[src/rtl/gwtu_pkg.sv]
// Package for the GPS week/TOW to UTC calendar converter.
// Holds the item and result structs, the calendar constants and month tables.
// No dependencies.
package gwtu_pkg;

	typedef struct packed {
		logic [11:0] week_number;
		logic [19:0] tow_seconds;
		logic [19:0] tow_fraction_us;
	} item_t;

	typedef struct packed {
		logic [11:0] year;
		logic [3:0]  month;
		logic [4:0]  day;
		logic [8:0]  yday;
		logic [4:0]  hour;
		logic [5:0]  minute;
		logic [5:0]  second;
		logic [19:0] fraction_us;
		logic        before_epoch;
	} result_t;

	localparam logic [19:0] SECS_PER_WEEK    = 20'd604800;
	localparam logic [16:0] SECS_PER_DAY     = 17'd86400;
	localparam logic [11:0] SECS_PER_HOUR    = 12'd3600;
	localparam logic [5:0]  SECS_PER_MIN     = 6'd60;
	localparam logic [8:0]  DAYS_IN_YEAR     = 9'd365;
	localparam logic [10:0] DAYS_PER_4Y      = 11'd1461;
	localparam logic [11:0] EPOCH_YEAR       = 12'd1980;
	localparam logic [2:0]  EPOCH_DAY_OFFSET = 3'd5;
	localparam logic [7:0]  LEAP_RESET       = 8'd17;

	// leap-day count bias: one 4-year cycle, minus Mar 1 of a leap year, plus epoch offset
	localparam logic [10:0] LEAP_BIAS = 11'd1406;

	// reciprocals for constant division, floor-rounded; each estimate is low by at most one
	localparam logic [25:0] RECIP_DAY  = 26'((64'd1 << 35) / 64'd675);   // /86400 after >>7
	localparam logic [15:0] RECIP_4Y   = 16'((64'd1 << 26) / 64'd1461);
	localparam logic [15:0] RECIP_YEAR = 16'((64'd1 << 24) / 64'd365);
	localparam logic [13:0] RECIP_225  = 14'((64'd1 << 21) / 64'd225);   // /3600 after >>4
	localparam logic [12:0] RECIP_60   = 13'((64'd1 << 18) / 64'd60);

	localparam logic [8:0] MONTH_START_COMMON [0:12] = '{
		9'd0, 9'd31, 9'd59, 9'd90, 9'd120, 9'd151, 9'd181,
		9'd212, 9'd243, 9'd273, 9'd304, 9'd334, 9'd365
	};
	localparam logic [8:0] MONTH_START_LEAP [0:12] = '{
		9'd0, 9'd31, 9'd60, 9'd91, 9'd121, 9'd152, 9'd182,
		9'd213, 9'd244, 9'd274, 9'd305, 9'd335, 9'd366
	};

endpackage

[src/rtl/gps_week_tow_to_utc_calendar_core.sv]
// A start transfer passes through the registered stages and the output register to the done strobe.
// Throughput: one timestamp per cycle; busy stays low, the pipeline never stalls.
// The leap second register is the only config; its write is taken in any cycle.
// Reset (arst_n low, async) clears all stage valids and loads leap_seconds = 17.
// Uses gwtu_pkg.
module gps_week_tow_to_utc_calendar_core
	import gwtu_pkg::*;
(
	input  logic       clk,
	input  logic       arst_n,
	input  logic       start,
	output logic       busy,
	input  item_t      item,
	output logic       done,
	output result_t    result,
	input  logic       cfg_valid,
	output logic       cfg_ready,
	input  logic [7:0] cfg_data
);

	logic [7:0] leap_q;

	logic [9:1] vld_s;

	// stage payloads
	logic [31:0] wk_prod_s1;
	logic [19:0] tow_s1;
	logic [31:0] utc_s2, utc_s3;
	logic [15:0] q0_s3;
	logic [14:0] days_s4, days_s5, days_s6, days_s7, days_s8;
	logic [16:0] sod_s4, sod_s5;
	logic [15:0] a_s5;
	logic [5:0]  lq_s5, ld_s6;
	logic [5:0]  hq_s5;
	logic [4:0]  hour_s6, hour_s7, hour_s8, hour_s9;
	logic [11:0] hrem_s6, hrem_s7;
	logic [15:0] b_s7;
	logic [6:0]  yq_s7, years_s8;
	logic [5:0]  mq_s7, minute_s8, minute_s9;
	logic [5:0]  second_s8, second_s9;
	logic [8:0]  doy0_s9;
	logic [11:0] year_s9;
	logic        leap_s9;
	logic [9:2]  before_s;
	logic [19:0] frac_s [1:9];
	result_t     res_s10;
	logic        vld_s10;

	logic accept;
	assign accept    = start && !busy;
	assign busy      = 1'b0;
	assign cfg_ready = 1'b1;
	assign done      = vld_s10;
	assign result    = res_s10;

	always_ff @(posedge clk or negedge arst_n) begin
		if (!arst_n) begin
			leap_q <= LEAP_RESET;
		end else if (cfg_valid && cfg_ready) begin
			leap_q <= cfg_data;
		end
	end

	always_ff @(posedge clk or negedge arst_n) begin
		if (!arst_n) begin
			vld_s   <= '0;
			vld_s10 <= 1'b0;
		end else begin
			vld_s   <= {vld_s[8:1], accept};
			vld_s10 <= vld_s[9];
		end
	end

	// stage 2: seconds since epoch minus leap seconds
	logic [32:0] gps_sec;
	assign gps_sec = {1'b0, wk_prod_s1} + 33'(tow_s1);

	// stage 3: day quotient estimate
	logic [50:0] dprod;
	assign dprod = 51'(utc_s2[31:7]) * 51'(RECIP_DAY);

	// stage 4: correct day quotient, seconds of day
	logic [31:0] r0;
	logic        dsel;
	assign r0   = utc_s3 - 32'(q0_s3) * 32'(SECS_PER_DAY);
	assign dsel = r0 >= 32'(SECS_PER_DAY);

	// stage 5: leap-day and hour estimates
	logic [15:0] a_c;
	logic [31:0] lprod;
	logic [26:0] hprod;
	assign a_c   = 16'(days_s4) + 16'(LEAP_BIAS);
	assign lprod = 32'(a_c) * 32'(RECIP_4Y);
	assign hprod = 27'(sod_s4[16:4]) * 27'(RECIP_225);

	// stage 6: corrections
	logic [15:0] lrem;
	logic [16:0] hrem;
	logic        hsel;
	assign lrem = a_s5 - 16'(lq_s5) * 16'(DAYS_PER_4Y);
	assign hrem = sod_s5 - 17'(hq_s5) * 17'(SECS_PER_HOUR);
	assign hsel = hrem >= 17'(SECS_PER_HOUR);

	// stage 7: year and minute estimates
	logic [15:0] b_c;
	logic [31:0] yprod;
	logic [24:0] mprod;
	assign b_c   = 16'(days_s6) + 16'(EPOCH_DAY_OFFSET) - 16'(ld_s6);
	assign yprod = 32'(b_c) * 32'(RECIP_YEAR);
	assign mprod = 25'(hrem_s6) * 25'(RECIP_60);

	// stage 8: corrections
	logic [15:0] yrem;
	logic [11:0] mrem;
	logic        msel;
	assign yrem = b_s7 - 16'(yq_s7) * 16'(DAYS_IN_YEAR);
	assign mrem = hrem_s7 - 12'(mq_s7) * 12'(SECS_PER_MIN);
	assign msel = mrem >= 12'(SECS_PER_MIN);

	// stage 9: day of year, calendar year
	logic [5:0]  prior;
	logic [15:0] doy0;
	assign prior = 6'((8'(years_s8) + 8'd3) >> 2);
	assign doy0  = 16'(days_s8) + 16'(EPOCH_DAY_OFFSET)
		- 16'(years_s8) * 16'(DAYS_IN_YEAR) - 16'(prior);

	// stage 10: month search over the cumulative table
	logic [3:0] mon;
	logic [8:0] mstart;
	result_t    res_c;
	always_comb begin
		mon    = 4'd12;
		mstart = leap_s9 ? MONTH_START_LEAP[11] : MONTH_START_COMMON[11];
		for (int i = 12; i >= 1; i--) begin
			if (doy0_s9 < (leap_s9 ? MONTH_START_LEAP[i] : MONTH_START_COMMON[i])) begin
				mon    = 4'(i);
				mstart = leap_s9 ? MONTH_START_LEAP[i-1] : MONTH_START_COMMON[i-1];
			end
		end
		if (before_s[9]) begin
			res_c.year         = EPOCH_YEAR;
			res_c.month        = 4'd1;
			res_c.day          = 5'd6;
			res_c.yday         = 9'd6;
			res_c.hour         = '0;
			res_c.minute       = '0;
			res_c.second       = '0;
			res_c.fraction_us  = '0;
			res_c.before_epoch = 1'b1;
		end else begin
			res_c.year         = year_s9;
			res_c.month        = mon;
			res_c.day          = 5'(doy0_s9 - mstart + 9'd1);
			res_c.yday         = doy0_s9 + 9'd1;
			res_c.hour         = hour_s9;
			res_c.minute       = minute_s9;
			res_c.second       = second_s9;
			res_c.fraction_us  = frac_s[9];
			res_c.before_epoch = 1'b0;
		end
	end

	always_ff @(posedge clk) begin
		wk_prod_s1 <= 32'(item.week_number) * 32'(SECS_PER_WEEK);
		tow_s1     <= item.tow_seconds;
		frac_s[1]  <= item.tow_fraction_us;

		utc_s2      <= 32'(gps_sec - 33'(leap_q));
		before_s[2] <= gps_sec < 33'(leap_q);

		utc_s3 <= utc_s2;
		q0_s3  <= dprod[50:35];

		days_s4 <= dsel ? 15'(q0_s3 + 16'd1) : 15'(q0_s3);
		sod_s4  <= dsel ? 17'(r0 - 32'(SECS_PER_DAY)) : 17'(r0);

		a_s5    <= a_c;
		lq_s5   <= lprod[31:26];
		hq_s5   <= hprod[26:21];
		sod_s5  <= sod_s4;
		days_s5 <= days_s4;

		ld_s6   <= (lrem >= 16'(DAYS_PER_4Y)) ? lq_s5 + 6'd1 : lq_s5;
		hour_s6 <= hsel ? 5'(hq_s5 + 6'd1) : 5'(hq_s5);
		hrem_s6 <= hsel ? 12'(hrem - 17'(SECS_PER_HOUR)) : 12'(hrem);
		days_s6 <= days_s5;

		b_s7    <= b_c;
		yq_s7   <= yprod[30:24];
		mq_s7   <= mprod[23:18];
		hrem_s7 <= hrem_s6;
		hour_s7 <= hour_s6;
		days_s7 <= days_s6;

		years_s8  <= (yrem >= 16'(DAYS_IN_YEAR)) ? yq_s7 + 7'd1 : yq_s7;
		minute_s8 <= msel ? mq_s7 + 6'd1 : mq_s7;
		second_s8 <= msel ? 6'(mrem - 12'(SECS_PER_MIN)) : 6'(mrem);
		hour_s8   <= hour_s7;
		days_s8   <= days_s7;

		doy0_s9   <= doy0[8:0];
		year_s9   <= EPOCH_YEAR + 12'(years_s8);
		leap_s9   <= years_s8[1:0] == 2'd0;
		hour_s9   <= hour_s8;
		minute_s9 <= minute_s8;
		second_s9 <= second_s8;

		for (int k = 2; k <= 9; k++) begin
			frac_s[k] <= frac_s[k-1];
		end
		for (int k = 3; k <= 9; k++) begin
			before_s[k] <= before_s[k-1];
		end

		res_s10 <= res_c;
	end

endmodule

[config.mk]
export PLATFORM = sky130hd
export DESIGN_NAME = gps_week_tow_to_utc_calendar_core
export DESIGN_NICKNAME = d
export VERILOG_FILES = /design/src/rtl/gwtu_pkg.sv /design/src/rtl/gps_week_tow_to_utc_calendar_core.sv
export SDC_FILE = /design/constraint.sdc
export NUM_CORES = 2
export LEC_CHECK = 0
export BUFFER_PORTS_ARGS = -buffer_cell sky130_fd_sc_hd__buf_2
export CAP_MARGIN = 20
export CORE_MARGIN = 2
export CORE_UTILIZATION = 55
export DETAILED_ROUTE_END_ITERATION = 10
export GPL_TIMING_DRIVEN = 0
export PLACE_DENSITY = 0.74
export SLEW_MARGIN = 20
export SYNTH_ARGS = -nofsm -noshare
export SYNTH_HDL_FRONTEND = slang
export SYNTH_SLANG_ARGS = --single-unit
[constraint.sdc]
create_clock -name clk -period 13.7 [get_ports clk]
set_clock_uncertainty 0.2 [all_clocks]
set_input_delay 0 -clock clk [delete_from_list [all_inputs] [get_ports clk]]
set_output_delay 0 -clock clk [all_outputs]
set_load 0.01 [all_outputs]
==> qor.csv <==
stage;metric;value;unit
drt;DR vias/cell;5.09;
global_route;GR Overflow Total;0;
layout;Finished Cell Area;0.0569;mm²
timing;fmax;0.110;GHz
worst_setup_path;Req. time, crit path;14.02;ns
placed_design;gpl congestion;0.884;
global_route;first-pass GRT wire length;163000;µm
global_route;largest net degree at the start of global routing;19;
timing;RSZ-0062 raised after global routing;no;
synth;Unique masters post-synth;92;
drt;Residual DRC;0;
synth;syn avg cell area;10.6;µm²
floorplanning;Starting Density;0.555;
worst_setup_path;crit end category;flip-flop;
synth;dominant synthesized flop cell;dfxtp_1;
layout;commonest non-fill, non-tap cells in the layout;ha_1, inv_1, dfxtp_1, fa_1, xnor2_1;
timing;setup TNS;0;ns
placed_design;input/output buffers;132;
layout;final core utilization;0.620;
synth;Post-synth EDFFs;0;
floorplanning;die area;0.0951;mm²
clocking;Num CTS Buffers;70;
layout;Nets;6827;
timing;Worst Max-Slew Pin Slew;1.07;ns
drt;first drt pass iteration count;5;
layout;synthesis-to-layout area growth;11.6;%
drt;Routed Antenna Nets;0;
clocking;CTS Sinks;655;
timing;Final min period;9.11;ns
floorplanning;die span in y;308;µm
layout;multi-input logic area;0.0340;mm²
timing;Tcrit/Tclk final;0.665;
worst_setup_path;Critical Path Fanout Max;10;
clocking;worst skew pair latency;0.64;ns
placed_design;Area after DPL;0.0532;mm²
clocking;Root Driver;clkbuf_16;
worst_setup_path;Crit-path slowest cell;o41ai_1;
timing;setup violators final;0;
timing;worst rel slew slack;0.280;
worst_setup_path;WP data arrival;9.43;ns
layout;diode count;0;
clocking;H-Tree Depth;3;
worst_setup_path;RR Startpoint;q0_s3[1];
drt;routed wire length;95300;µm
timing;Final Max Slew Viols;0;
placed_design;post-DP HPWL;75700;µm
worst_setup_path;CP Launch Type;flip-flop;
synth;Synth area leader;ha_1;
global_route;vias in the first global route;34600;
global_route;initial antenna violation count;0;
worst_setup_path;Top cell by count, worst path;ha_1;
drt;DR iter-0 viols;1169;
floorplanning;Die Width;308;µm
worst_setup_path;Worst Setup Path Type;reg -> reg;
floorplanning;I/O Pins;135;
global_route;GRT Resource Usage Total;0.210;
synth;synthesized area;0.0510;mm²
floorplanning;core area;0.0918;mm²
layout;layout cell share with drive strength beyond 1;0.0592;
worst_setup_path;Worst path max stage delay;0.71;ns
synth;Synth top area share;0.272;
drt;routed vias;32800;
synth;top post-synthesis cells by area;ha_1, dfxtp_1, fa_1;
synth;Synth Warn #;0;
hold_path;Worst Hold Class;in -> reg;
run;Max-cap violations;0;
drt;Routed WL per cell;14.8;µm
clocking;CTS max path bufs;3;
timing;Hold Violations, Final;0;
floorplanning;row cnt;111;
layout;most common cell after layout, fill and taps aside;ha_1;
clocking;CTS tree;done;
worst_setup_path;Worst Setup SP;q0_s3[1];
layout;Layout fillers;7260;
status;status;finished clean;
synth;sequential area share after synthesis;0.259;
synth;number of synthesized register bits;655;
hold_path;hold_sp;item[45];
clocking;CTS clock-pin slew for the worst setup and hold paths;0.06;ns
synth;Synth Net Count;6496;
layout;Register Area;0.0132;mm²
synth;Synth Instances;4815;
synth;asr flop ratio synth;0.0275;
[worst max-delay path: cells and delay by family (launching register included)]
family / cells / cell delay, ns
compound gates: 7 / 2.65
xor+xnor: 1 / 0.20
fa+ha+maj: 7 / 2.67
buf+inv: 6 / 0.93
flops: 1 / 0.54
mux: 2 / 0.51
simple gates: 5 / 1.27
[metal layers]
metal | track usage | vias up | part of all wire
met2 | 0.386 | 420 | 0.51
met1 | 0.257 | 15800 | 0.44
met3 | 0.0242 | 143 | 0.030
met5 | 0 | - | 0
li1 | - | 16400 | -
met4 | 0.0659 | 0 | 0.026
[area by class of cell]
| class | count | share of cell area |
|---|---|---|
| Tap cell | 1243 | 0.0273 |
| Inverter | 967 | 0.0638 |
| Buffer | 28 | 0.00231 |
| Sequential cell | 655 | 0.232 |
| Clock buffer | 96 | 0.0345 |
| Clock inverter | 30 | 0.00761 |
| Multi-Input combinational cell | 3165 | 0.598 |
| Timing Repair Buffer | 259 | 0.0339 |
[flip-flops by register name, indices dropped and copies added (netlist names), 15 cells and up]
register	count
days_s4	15
utc_s3	32
sod_s4	17
b_s7	16
frac_s	180
utc_s2	32
a_s5	16
tow_s1	20
sod_s5	17
wk_prod_s1	25
days_s6	15
result	68
q0_s3	16
[final timing paths]
| path | endpoint | slack, ns | cells past startpoint |
|---|---|---|---|
| max | sod_s4[8] | 4.59 | 28 |
| min | wk_prod_s1[12] | 0.07 | 5 |
| max reg2reg | sod_s4[8] | 4.59 | 28 |
| min reg2reg | before_s[7] | 0.11 | 0 |
| max in group asynchronous | leap_q[6] | 12.44 | 3 |
| min in group asynchronous | leap_q[2] | 0.34 | 3 |
[logic make-up (layout without fill, tap and decap cells)]
family                     Yosys count  count (layout)  share of synthesized area
DFF                                655             655                      0.259
other                                2               2                   0.000147
buffers and inverters              995            1380                     0.0738
muxes                               19              19                    0.00385
xor gates and xnor gates           286             286                     0.0493
adders and majority gates         1617            1617                      0.472
and+or+nand+nor                    674             674                     0.0674
AOI/OAI and AO/OA                  567             567                     0.0742
[synth_stat cells (all sizes together) (15+ instances only)]
library cell / number
ha: 1107
inv: 967
dfxtp: 637
fa: 510
xnor2: 185
nor2: 170
a21oi: 151
nand2: 126
o21ai: 119
xor2: 101
nor2b: 75
a21o: 63
nand3: 55
nor3: 51
nand2b: 38
o21a: 36
o21bai: 27
or2: 26
a211oi: 21
and3: 21
nand4: 21
clkbuf: 20
or3: 20
a21boi: 17
a2111oi: 16
dfrtp: 16
nor4: 15
[per-stage QoR]
stage          setup slack (ns)  hold slack, ns  std cells
6_report                   4.59          0.0690       6443
3_5_place_dp               4.65          -0.242       6191
3_3_place_gp               4.50          -0.251       6190
2_1_floorplan              5.52          -0.496       4815
5_1_grt                    4.10          0.0880       6443
4_1_cts                    4.61          0.0167       6442
[timing repair]
action / 4_1_cts / 5_1_grt
hold endpoints to repair: 79 / 0
endpoints found under the setup margin: 0 / 0
resized for setup: 0 / 0
setup buffers: 0 / 0
hold buffers: 125 / 0
Power is not shown: default switching activity piles up to over one toggle a cycle in this logic, so the estimate is an artifact.
